### config.mk
export PLATFORM = sky130hd
export DESIGN_NAME = rgb_pixel_blend_unit
export DESIGN_NICKNAME = d
export VERILOG_FILES = /design/src/hw/rtl/pbu_pkg.sv /design/src/hw/rtl/pbu_prep_stage.sv /design/src/hw/rtl/pbu_mult_stage.sv /design/src/hw/rtl/pbu_norm_stage.sv /design/src/hw/rtl/rgb_pixel_blend_unit.sv
export SDC_FILE = /design/constraint.sdc
export NUM_CORES = 1
export LEC_CHECK = 0
export BUFFER_PORTS_ARGS = -buffer_cell sky130_fd_sc_hd__buf_4
export CORE_ASPECT_RATIO = 2
export CORE_MARGIN = 1
export CORE_UTILIZATION = 63
export CTS_CLUSTER_DIAMETER = 60
export CTS_CLUSTER_SIZE = 24
export DETAILED_ROUTE_END_ITERATION = 8
export HOLD_SLACK_MARGIN = 0.12
export PLACE_DENSITY_LB_ADDON = 0.1
export SETUP_SLACK_MARGIN = 0.1
export SLEW_MARGIN = 25
export SYNTH_ARGS = -nofsm -noshare
export SYNTH_HDL_FRONTEND = slang
export SYNTH_SLANG_ARGS = --single-unit
### constraint.sdc
create_clock -name clock -period 6 [get_ports clock]
set_clock_uncertainty 0.1 [all_clocks]
set_input_delay 0.3 -clock clock [delete_from_list [all_inputs] [get_ports clock]]
set_output_delay 0.3 -clock clock [all_outputs]
set_load 0.03 [all_outputs]
### src/hw/rtl/pbu_pkg.sv
// Pixel blend unit package: blend mode codes, channel count and the
// per-channel stage records shared by the pipeline stages. No dependencies.
`default_nettype none

package pbu_pkg;

   localparam int unsigned NUM_CHAN = 3;   // blue, green, red
   localparam int unsigned CHAN_W   = 8;
   localparam int unsigned PROD_W   = 16;  // product plus rounding term always fits 16 bits

   localparam logic [CHAN_W-1:0] ROUND_BIAS = 8'd127;

   typedef enum logic [1:0] {
      MODE_MULTIPLY = 2'd0,
      MODE_SUBTRACT = 2'd1,
      MODE_SCREEN   = 2'd2,
      MODE_OVERLAY  = 2'd3
   } blend_mode_type;

   // operands for the shared multiply path of one channel
   typedef struct packed {
      logic [CHAN_W-1:0] opa;
      logic [CHAN_W-1:0] opb;
      logic              dbl;      // product times two (overlay)
      logic              inv;      // result is 255 minus quotient
      logic              bypass;   // subtract: skip the multiply path
      logic [CHAN_W-1:0] diff;     // clamped difference
   } prep_chan_type;

   // rounded product of one channel, ready for the divide by 255
   typedef struct packed {
      logic [PROD_W-1:0] sum;
      logic              inv;
      logic              bypass;
      logic [CHAN_W-1:0] diff;
   } prod_chan_type;

endpackage

`default_nettype wire

### src/hw/rtl/pbu_prep_stage.sv
// Stage 1 of the pixel blend pipeline: decodes the blend mode per channel
// into multiply operands and flags, and computes the clamped difference.
// Depends on pbu_pkg.
`default_nettype none

module pbu_prep_stage (
   input  wire                                   clock,
   input  wire                                   reset,
   input  wire                                   valid_in,
   input  pbu_pkg::blend_mode_type               mode,
   input  wire [pbu_pkg::CHAN_W-1:0]             top_pix    [pbu_pkg::NUM_CHAN],
   input  wire [pbu_pkg::CHAN_W-1:0]             bottom_pix [pbu_pkg::NUM_CHAN],
   output logic                                  valid_out,
   output pbu_pkg::prep_chan_type                prep_out   [pbu_pkg::NUM_CHAN]
);

   logic                   valid_ff;
   pbu_pkg::prep_chan_type prep_ff [pbu_pkg::NUM_CHAN];
   pbu_pkg::prep_chan_type prep_in [pbu_pkg::NUM_CHAN];

   for (genvar ch = 0; ch < pbu_pkg::NUM_CHAN; ch++) begin : g_chan
      always_comb begin
         logic [pbu_pkg::CHAN_W-1:0] t;
         logic [pbu_pkg::CHAN_W-1:0] b;
         t = top_pix[ch];
         b = bottom_pix[ch];
         prep_in[ch].opa    = t;
         prep_in[ch].opb    = b;
         prep_in[ch].dbl    = 1'b0;
         prep_in[ch].inv    = 1'b0;
         prep_in[ch].bypass = 1'b0;
         prep_in[ch].diff   = (t > b) ? (t - b) : '0;
         unique case (mode)
            pbu_pkg::MODE_MULTIPLY: begin
            end
            pbu_pkg::MODE_SUBTRACT: begin
               prep_in[ch].bypass = 1'b1;
            end
            pbu_pkg::MODE_SCREEN: begin
               prep_in[ch].opa = ~t;
               prep_in[ch].opb = ~b;
               prep_in[ch].inv = 1'b1;
            end
            pbu_pkg::MODE_OVERLAY: begin
               // upper half of bottom takes the screen branch; either way
               // the second operand stays below 128, so doubling cannot overflow
               prep_in[ch].dbl = 1'b1;
               if (b[pbu_pkg::CHAN_W-1]) begin
                  prep_in[ch].opa = ~t;
                  prep_in[ch].opb = ~b;
                  prep_in[ch].inv = 1'b1;
               end
            end
            default: begin
            end
         endcase
      end

      always_ff @(posedge clock) begin
         prep_ff[ch] <= prep_in[ch];
      end

      assign prep_out[ch] = prep_ff[ch];
   end

   always_ff @(posedge clock) begin
      if (reset) begin
         valid_ff <= 1'b0;
      end else begin
         valid_ff <= valid_in;
      end
   end

   assign valid_out = valid_ff;

endmodule

`default_nettype wire

### src/hw/rtl/pbu_mult_stage.sv
// Stage 2 of the pixel blend pipeline: 8x8 product per channel, optional
// doubling, plus the rounding bias. Depends on pbu_pkg.
`default_nettype none

module pbu_mult_stage (
   input  wire                       clock,
   input  wire                       reset,
   input  wire                       valid_in,
   input  pbu_pkg::prep_chan_type    prep_in  [pbu_pkg::NUM_CHAN],
   output logic                      valid_out,
   output pbu_pkg::prod_chan_type    prod_out [pbu_pkg::NUM_CHAN]
);

   logic                   valid_ff;
   pbu_pkg::prod_chan_type prod_ff [pbu_pkg::NUM_CHAN];
   pbu_pkg::prod_chan_type prod_in [pbu_pkg::NUM_CHAN];

   for (genvar ch = 0; ch < pbu_pkg::NUM_CHAN; ch++) begin : g_chan
      always_comb begin
         logic [pbu_pkg::PROD_W-1:0] prod;
         logic [pbu_pkg::PROD_W-1:0] scaled;
         prod   = pbu_pkg::PROD_W'(prep_in[ch].opa) * pbu_pkg::PROD_W'(prep_in[ch].opb);
         scaled = prep_in[ch].dbl ? {prod[pbu_pkg::PROD_W-2:0], 1'b0} : prod;
         prod_in[ch].sum    = scaled + pbu_pkg::PROD_W'(pbu_pkg::ROUND_BIAS);
         prod_in[ch].inv    = prep_in[ch].inv;
         prod_in[ch].bypass = prep_in[ch].bypass;
         prod_in[ch].diff   = prep_in[ch].diff;
      end

      always_ff @(posedge clock) begin
         prod_ff[ch] <= prod_in[ch];
      end

      assign prod_out[ch] = prod_ff[ch];
   end

   always_ff @(posedge clock) begin
      if (reset) begin
         valid_ff <= 1'b0;
      end else begin
         valid_ff <= valid_in;
      end
   end

   assign valid_out = valid_ff;

endmodule

`default_nettype wire

### src/hw/rtl/pbu_norm_stage.sv
// Stage 3 of the pixel blend pipeline: exact divide by 255 per channel,
// inversion for the screen branches and the subtract bypass. Depends on pbu_pkg.
`default_nettype none

module pbu_norm_stage (
   input  wire                           clock,
   input  wire                           reset,
   input  wire                           valid_in,
   input  pbu_pkg::prod_chan_type        prod_in [pbu_pkg::NUM_CHAN],
   output logic                          valid_out,
   output logic [pbu_pkg::CHAN_W-1:0]    pix_out [pbu_pkg::NUM_CHAN]
);

   logic                        valid_ff;
   logic [pbu_pkg::CHAN_W-1:0]  pix_ff [pbu_pkg::NUM_CHAN];
   logic [pbu_pkg::CHAN_W-1:0]  pix_in [pbu_pkg::NUM_CHAN];

   for (genvar ch = 0; ch < pbu_pkg::NUM_CHAN; ch++) begin : g_chan
      always_comb begin
         logic [pbu_pkg::PROD_W:0]   acc;
         logic [pbu_pkg::CHAN_W-1:0] quot;
         // floor(x/255) = (x + (x >> 8) + 1) >> 8, exact for x below 65535;
         // x here never exceeds 65152
         acc  = {1'b0, prod_in[ch].sum}
              + (pbu_pkg::PROD_W+1)'(prod_in[ch].sum[pbu_pkg::PROD_W-1:pbu_pkg::CHAN_W])
              + (pbu_pkg::PROD_W+1)'(1);
         quot = acc[pbu_pkg::PROD_W-1:pbu_pkg::CHAN_W];
         if (prod_in[ch].bypass) begin
            pix_in[ch] = prod_in[ch].diff;
         end else if (prod_in[ch].inv) begin
            pix_in[ch] = ~quot;
         end else begin
            pix_in[ch] = quot;
         end
      end

      always_ff @(posedge clock) begin
         pix_ff[ch] <= pix_in[ch];
      end

      assign pix_out[ch] = pix_ff[ch];
   end

   always_ff @(posedge clock) begin
      if (reset) begin
         valid_ff <= 1'b0;
      end else begin
         valid_ff <= valid_in;
      end
   end

   assign valid_out = valid_ff;

endmodule

`default_nettype wire

### src/hw/rtl/rgb_pixel_blend_unit.sv
// Pixel blend unit top level: mode register, three pipeline stages.
// Depends on pbu_pkg, pbu_prep_stage, pbu_mult_stage, pbu_norm_stage.
// The valid bit passes the prep, mult and norm stage registers from start to rsp_valid; one pixel accepted every cycle.
// Rate is set by the three-stage multiply / divide-by-255 pipeline; busy stays low.
// Reset (synchronous) clears the pipeline valid bits and sets the mode to multiply.
// The mode is sampled when a request is accepted.
`default_nettype none

module rgb_pixel_blend_unit (
   input  wire         clock,
   input  wire         reset,
   // request
   input  wire         start,
   output logic        busy,
   input  wire  [7:0]  req_top_blue,
   input  wire  [7:0]  req_top_green,
   input  wire  [7:0]  req_top_red,
   input  wire  [7:0]  req_bottom_blue,
   input  wire  [7:0]  req_bottom_green,
   input  wire  [7:0]  req_bottom_red,
   // result
   output logic        rsp_valid,
   output logic [7:0]  rsp_out_blue,
   output logic [7:0]  rsp_out_green,
   output logic [7:0]  rsp_out_red,
   // mode register write
   input  wire         csr_valid,
   output logic        csr_ready,
   input  wire  [1:0]  csr_wdata
);

   pbu_pkg::blend_mode_type     mode_ff;
   logic                        accept;

   logic [pbu_pkg::CHAN_W-1:0]  top_pix    [pbu_pkg::NUM_CHAN];
   logic [pbu_pkg::CHAN_W-1:0]  bottom_pix [pbu_pkg::NUM_CHAN];
   logic [pbu_pkg::CHAN_W-1:0]  pix_out    [pbu_pkg::NUM_CHAN];

   logic                        s1_valid;
   logic                        s2_valid;
   pbu_pkg::prep_chan_type      s1_prep [pbu_pkg::NUM_CHAN];
   pbu_pkg::prod_chan_type      s2_prod [pbu_pkg::NUM_CHAN];

   assign busy      = 1'b0;
   assign csr_ready = 1'b1;
   assign accept    = start && !busy;

   always_ff @(posedge clock) begin
      if (reset) begin
         mode_ff <= pbu_pkg::MODE_MULTIPLY;
      end else if (csr_valid && csr_ready) begin
         mode_ff <= pbu_pkg::blend_mode_type'(csr_wdata);
      end
   end

   assign top_pix[0]    = req_top_blue;
   assign top_pix[1]    = req_top_green;
   assign top_pix[2]    = req_top_red;
   assign bottom_pix[0] = req_bottom_blue;
   assign bottom_pix[1] = req_bottom_green;
   assign bottom_pix[2] = req_bottom_red;

   pbu_prep_stage u_prep (
      .clock      (clock),
      .reset      (reset),
      .valid_in   (accept),
      .mode       (mode_ff),
      .top_pix    (top_pix),
      .bottom_pix (bottom_pix),
      .valid_out  (s1_valid),
      .prep_out   (s1_prep)
   );

   pbu_mult_stage u_mult (
      .clock     (clock),
      .reset     (reset),
      .valid_in  (s1_valid),
      .prep_in   (s1_prep),
      .valid_out (s2_valid),
      .prod_out  (s2_prod)
   );

   pbu_norm_stage u_norm (
      .clock     (clock),
      .reset     (reset),
      .valid_in  (s2_valid),
      .prod_in   (s2_prod),
      .valid_out (rsp_valid),
      .pix_out   (pix_out)
   );

   assign rsp_out_blue  = pix_out[0];
   assign rsp_out_green = pix_out[1];
   assign rsp_out_red   = pix_out[2];

`ifndef SYNTHESIS
   // every result traces back to an accepted request, through the prep, mult and norm stage registers
   a_rsp_has_request: assert property (@(posedge clock) disable iff (reset)
      rsp_valid |-> $past(accept, 3))
      else $error("result without matching request");

   // subtract with bottom at or above top clamps to zero
   a_sub_clamp: assert property (@(posedge clock) disable iff (reset)
      (rsp_valid && $past(mode_ff, 3) == pbu_pkg::MODE_SUBTRACT
       && $past(req_top_blue, 3) <= $past(req_bottom_blue, 3))
      |-> rsp_out_blue == 8'd0)
      else $error("subtract did not clamp");

   // multiply by full-scale bottom returns top unchanged
   a_mul_identity: assert property (@(posedge clock) disable iff (reset)
      (rsp_valid && $past(mode_ff, 3) == pbu_pkg::MODE_MULTIPLY
       && $past(req_bottom_red, 3) == 8'd255)
      |-> rsp_out_red == $past(req_top_red, 3))
      else $error("multiply by 255 changed the channel");
`endif

endmodule

`default_nettype wire
==> impl_metrics.csv, run 1 <==
group,metric,value,unit
outcome,status,"complete, but fails checks",
outcome,failed_checks,"design-rule violations",
logic_synthesis,synth_ff_type,"dfxtp_1",
worst_setup_path,cp-start-kind,"flip-flop",
logic_synthesis,yosys.cell_types.count,79,
global_route,grt_use_total,33.3,%
timing,maxClockFrequency,0.176,GHz
timing,hold_viol_final,0,
die,ioPinCount,81,
global_route,grt_max_degree,49,
detailed_routing,wl_per_cell,18.4,um
die,die-height,220,um
timing,finalCritPeriodShare,94.6,%
layout,layout_commonest_cell,"inv_1",
clock_network,insertion_delay,0.45,ns
global_route,first_global_vias,12700,
timing,setup_tns,0,ns
timing,tightest_slew,0.953,ns
layout,drive_gt1_share,8.26,%
logic_synthesis,avgSynthCellArea,9.02,sq um
layout,layout.nets,2101,
timing,period_minus_slack,5.68,ns
run,maxCapViolations,0,
placed_design,portBuffers,78,
global_route,grt_overflow,0,
detailed_routing,drtPass1Iterations,8,
detailed_routing,wl,38.2,mm
placed_design,hpwl,30.6,mm
die,coreArea,23300,sq um
detailed_routing,drcViolationCount,6,
global_route,antenna_found_initial,0,
worst_setup_path,rrSetupSlack,0.32,ns
timing,maxSlewHeadroom,36.3,%
clock_network,ctsRootBufferMaster,"clkbuf_16",
timing,rsz0062_at_grt,"no",
logic_synthesis,postSynth.asyncResetShare,0,%
logic_synthesis,synth_warnings,0,
timing,setup_viol,0,
detailed_routing,vias,12100,
detailed_routing,drt_iter0_drc,607,
logic_synthesis,synth_area,15000,sq um
clock_network,clock_path_buffers,2,
global_route,grt_pass1_wl,62.7,mm
clock_network,cts_tree,"yes",
logic_synthesis,synth-edff-count,0,
logic_synthesis,syn-num-nets,1983,
die,die_w,111,um
layout,area_delta_synth_final,12.8,%
die,die-area,24500,sq um
clock_network,numCtsBuffers,17,
clock_network,post_cts_buffers,0,
worst_setup_path,path_class,"flip-flop to flip-flop",
layout,nFillCells,1751,
min_path,min_path_cells,3,
layout,final_cell_mix,"209 x inv_1, 181 x dfxtp_1, 170 x and2_1",
clock_network,clk_pin_slew_worst_paths,0.07,ns
logic_synthesis,synth_seq_cells,182,
worst_setup_path,required,6.25,ns
timing,slew_viol_final,0,
detailed_routing,via_per_inst,5.82,
logic_synthesis,yosysSeqAreaShare,24.3,%
worst_setup_path,path_max_fanout,11,
detailed_routing,ant_nets,0,
clock_network,htree_levels,4,
placed_design,place_congestion,0.933,
worst_setup_path,critPathCaptureType,"flip-flop",
layout,insertedDiodeCount,0,
worst_setup_path,worstRegToRegCells,18,
logic_synthesis,netlist_instances,1662,
die,num_rows,79,
clock_network,clock_sinks,182,
min_path,hold_class,"input pin to flip-flop",
die,start_util,64.3,%
worst_setup_path,cp_data_arrival_time,5.93,ns
-- layer usage --
layer / up-vias / track usage [%] / routed length (um)
met4: 0 / 26.6 / 3070
li1: 5775 / - / -
met5: - / 0 / 0
met2: 339 / 65.9 / 21000
met1: 5814 / 30.2 / 12900
met3: 145 / 4.22 / 1180
-- layout make-up --
class	count	area, sq um	area share, %
flip-flops and latches	182	3640	21.6
clock buffers	17	425	2.52
clock inverters	14	144	0.851
repair buffers	141	1190	7.05
multi-input cells	1228	10400	61.3
well taps	283	354	2.09
inverters	210	788	4.66
-- per-stage QoR --
step           hold slack [ns]  instances  utilization [%]  setup slack [ns]  cell area [sq um]
2_1_floorplan            0.210       1662                -             0.834              15000
4_1_cts                  0.123       2075             72.4             0.346              16900
3_5_place_dp             0.212       1991             67.7             0.374              15800
3_3_place_gp             0.210       1991             67.7             0.447              15800
5_1_grt                  0.145       2075             72.5             0.132              16900
6_report                 0.166       2075             72.5             0.324              16900
-- cell usage after synthesis, types with 25 or more instances --
| cell | n | area [sq um] |
|---|---|---|
| and2_1 | 170 | 1060 |
| inv_1 | 209 | 785 |
| nor3_1 | 30 | 150 |
| nand3_1 | 25 | 125 |
| fa_1 | 111 | 2220 |
| dfxtp_1 | 182 | 3640 |
| o21ai_0 | 71 | 355 |
| nor2_1 | 69 | 259 |
| xnor2_1 | 121 | 1060 |
| clkbuf_1 | 28 | 105 |
| xor2_1 | 28 | 245 |
| nand2_1 | 124 | 465 |
| ha_1 | 156 | 1950 |
| a21oi_1 | 43 | 215 |
| o21a_1 | 25 | 188 |
-- cell families after synthesis --
logic type	count (synthesis)	synth area share [%]
simple gates	511	18.1
compound gates	279	12.9
fa+ha+maj	267	27.8
buf+inv	252	6.66
flops	182	24.3
xor+xnor	149	8.71
mux	20	1.38
other cells	2	0.0501
-- worst paths after layout --
path,to,start
worst max-delay path,u_mult.prod_ff[0][51],u_prep.prep_ff[0][46]
worst min-delay path,u_prep.prep_ff[0][72],req_bottom_red[7]
worst max register to register,u_mult.prod_ff[0][51],u_prep.prep_ff[0][46]
worst min register to register,u_mult.prod_ff[0][60],u_prep.prep_ff[0][62]
-- state kept, by name, indices dropped and copies added (netlist names) --
register	cells
u_prep.prep_ff	77
mode_ff	2
u_norm.pix_ff	24
u_norm.valid_out	1
u_mult.valid_out	1
u_prep.valid_out	1
u_mult.prod_ff	76
-- worst max-delay path, cell delays in order (launching register included) --
cell and delay (ns):
dfxtp_1 0.50, nand2_1 0.13, fa_1 0.53, fa_1 0.55, inv_1 0.06, fa_1 0.54
inv_1 0.06, fa_1 0.53, inv_1 0.04, ha_1 0.34, o21a_1 0.16, a2111oi_0 0.60
buf_4 0.22, o311ai_1 0.12, nor2_1 0.14, xor2_1 0.16, nor4_2 0.40, a311oi_1 0.16
a311oi_1 0.26
-- what timing repair did --
item                       CTS  global route
hold endpoints to repair    58             0
gates resized for setup      0             1
setup endpoints to repair    0             1
hold buffers                53             0
Power of run 1 is left out: the tool's default activity adds up to more than one toggle a clock period on the data nets, which glitch-free logic cannot reach.
==> run 2, diff against run 1 <==
--- a/config.mk
+++ b/config.mk
@@ -8,7 +8,7 @@
 export BUFFER_PORTS_ARGS = -buffer_cell sky130_fd_sc_hd__buf_4
 export CORE_ASPECT_RATIO = 2
 export CORE_MARGIN = 1
-export CORE_UTILIZATION = 63
+export CORE_UTILIZATION = 65
 export CTS_CLUSTER_DIAMETER = 60
 export CTS_CLUSTER_SIZE = 24
 export DETAILED_ROUTE_END_ITERATION = 8
==> constraint.sdc (replaced) <==
create_clock -name clock -period 7.13 [get_ports clock]
set_clock_uncertainty 0.1 [all_clocks]
set_input_delay 0.3565 -clock clock [delete_from_list [all_inputs] [get_ports clock]]
set_output_delay 0.3565 -clock clock [all_outputs]
set_load 0.03 [all_outputs]
==> run 2 against run 1 <==
  * The run now ends clean
  * First-iteration DRC count rose by 12%
  * Critical endpoint unchanged
  * Flip-flop and latch count did not move
  * Global-route usage rose by 2.2 points
  * Count of clock-buffer cells in the layout rose by 2
  * Non-clock buffer count fell by 5
  * Register-to-register slack improved by 0.77 ns
==> impl_metrics.csv, run 2 (synthesis gave the netlist of run 1 again) <==
group,metric,value,unit
die,ioPinCount,81,
clock_network,insertion_delay,0.46,ns
die,die-area,23700,sq um
timing,period_minus_slack,6.04,ns
layout,final_cell_mix,"209 x inv_1, 181 x dfxtp_1, 170 x and2_1",
worst_setup_path,critPathCaptureType,"flip-flop",
run,maxCapViolations,0,
timing,tightest_slew,0.955,ns
layout,area_delta_synth_final,12.6,%
detailed_routing,via_per_inst,5.88,
clock_network,numCtsBuffers,17,
timing,finalCritPeriodShare,84.7,%
outcome,status,"completed",
worst_setup_path,worstRegToRegCells,17,
clock_network,cts_tree,"yes",
worst_setup_path,cp-start-kind,"flip-flop",
layout,layout.nets,2096,
global_route,grt_use_total,35.5,%
clock_network,ctsRootBufferMaster,"clkbuf_16",
placed_design,portBuffers,78,
global_route,antenna_found_initial,6,
clock_network,clk_pin_slew_worst_paths,0.08,ns
timing,maxClockFrequency,0.166,GHz
global_route,grt_max_degree,72,
worst_setup_path,r2r_end,"u_mult.prod_ff[0][51]",
placed_design,hpwl,30.0,mm
detailed_routing,drcViolationCount,0,
layout,nFillCells,1687,
timing,maxSlewHeadroom,36.4,%
timing,setup_viol,0,
worst_setup_path,path_max_fanout,11,
placed_design,place_congestion,0.935,
placed_design,dp.cells,1984,
detailed_routing,wl_per_cell,19.0,um
timing,rsz0062_at_grt,"no",
layout,reg_top3,"u_prep.prep_ff: 77 flops, u_mult.prod_ff: 76 flops, u_norm.pix_ff: 24 flops",
timing,slew_viol_final,0,
layout,largest_register_ffs,77,
die,start_util,66.2,%
worst_setup_path,cp_data_arrival_time,6.31,ns
die,die-height,217,um
detailed_routing,drtPass1Iterations,6,
clock_network,cts_resized,0,
detailed_routing,drt_iter0_drc,681,
min_path,min_from,"req_bottom_red[7]",
detailed_routing,ant_nets,0,
layout,largest_register,"u_prep.prep_ff",
die,die_w,109,um
min_path,hold_class,"input pin to flip-flop",
worst_setup_path,rrSetupSlack,1.09,ns
layout,multi_input_area,10400,sq um
clock_network,post_cts_buffers,0,
timing,hold_viol_final,0,
worst_setup_path,path_class,"flip-flop to flip-flop",
clock_network,clock_path_buffers,2,
die,num_rows,78,
min_path,min_path_cells,3,
layout,seqCellArea,3640,sq um
global_route,first_global_vias,12700,
worst_setup_path,worstReg2RegStart,"u_prep.prep_ff[0][46]",
timing,setup_tns,0,ns
layout,drive_gt1_share,8.11,%
worst_setup_path,required,7.40,ns
layout,layout_commonest_cell,"inv_1",
global_route,grt_pass1_wl,62.8,mm
detailed_routing,vias,12200,
min_path,hold-path-endpoint,"u_prep.prep_ff[0][72]",
clock_network,clock_sinks,182,
layout,final_cells,2070,
global_route,grt_overflow,0,
die,coreArea,22600,sq um
clock_network,hold_buffers,52,
detailed_routing,wl,39.3,mm
clock_network,htree_levels,4,
==> run 2: changes by cell type in the layout (fill, tap and decap cells not counted), moves of 2 or more <==
cell      change
clkinv_8      -2
clkbuf_8      +2
diode_2       +2
buf_4         -4
==> run 2: worst max-delay path, cell delays in order (launching register included) <==
cell       delay [ns]
dfxtp_1          0.53
nand2_1          0.13
fa_1             0.52
fa_1             0.69
inv_1            0.10
fa_1             0.55
inv_1            0.06
fa_1             0.53
inv_1            0.04
ha_1             0.34
o21a_1           0.15
a2111oi_0        0.78
o311ai_1         0.24
nor2_1           0.16
xor2_1           0.15
nor4_1           0.48
a311oi_1         0.16
a311oi_1         0.23
==> run 2: area by class of cell <==
| cell class | instances | share of cell area (%) |
|---|---|---|
| clock buffers | 19 | 2.68 |
| repair buffers | 136 | 6.82 |
| multi-input cells | 1228 | 61.4 |
| diodes | 2 | 0.0297 |
| flip-flops and latches | 182 | 21.6 |
| clock inverters | 13 | 0.749 |
| well taps | 280 | 2.08 |
| inverters | 210 | 4.67 |
==> run 2: worst max path at each step <==
stage	startpoint	endpoint	slack [ns]	cells past startpoint
2_1_floorplan	u_prep.prep_ff[0][46]	u_mult.prod_ff[0][51]	1.96	18
3_3_place_gp	u_prep.prep_ff[0][46]	u_mult.prod_ff[0][51]	1.41	17
3_5_place_dp	u_prep.prep_ff[0][46]	u_mult.prod_ff[0][51]	1.29	17
4_1_cts	u_prep.prep_ff[0][46]	u_mult.prod_ff[0][51]	1.26	17
5_1_grt	u_prep.prep_ff[0][46]	u_mult.prod_ff[0][51]	0.82	17
6_report	u_prep.prep_ff[0][46]	u_mult.prod_ff[0][51]	1.09	17
==> run 2: per-layer routing <==
layer,vias up,GRT usage (%),part of all wire (%)
li1,5765,-,-
met1,5859,31.5,33
met2,359,64.2,53
met3,173,10.9,5.7
met4,8,27.2,8.4
met5,-,0,0.13
==> run 2: through the flow <==
stage | area, sq um | worst slack, ns | util (%) | hold slack [ns]
after global placement | 15800 | 1.41 | 69.6 | 0.210
after detailed placement | 15800 | 1.29 | 69.6 | 0.212
after CTS | 16900 | 1.26 | 74.5 | 0.168
final | 16900 | 1.09 | 74.5 | 0.171
after global routing | 16900 | 0.822 | 74.5 | 0.180
after floorplan | 15000 | 1.96 | - | 0.210
Power of run 2 is left out for the same reason.
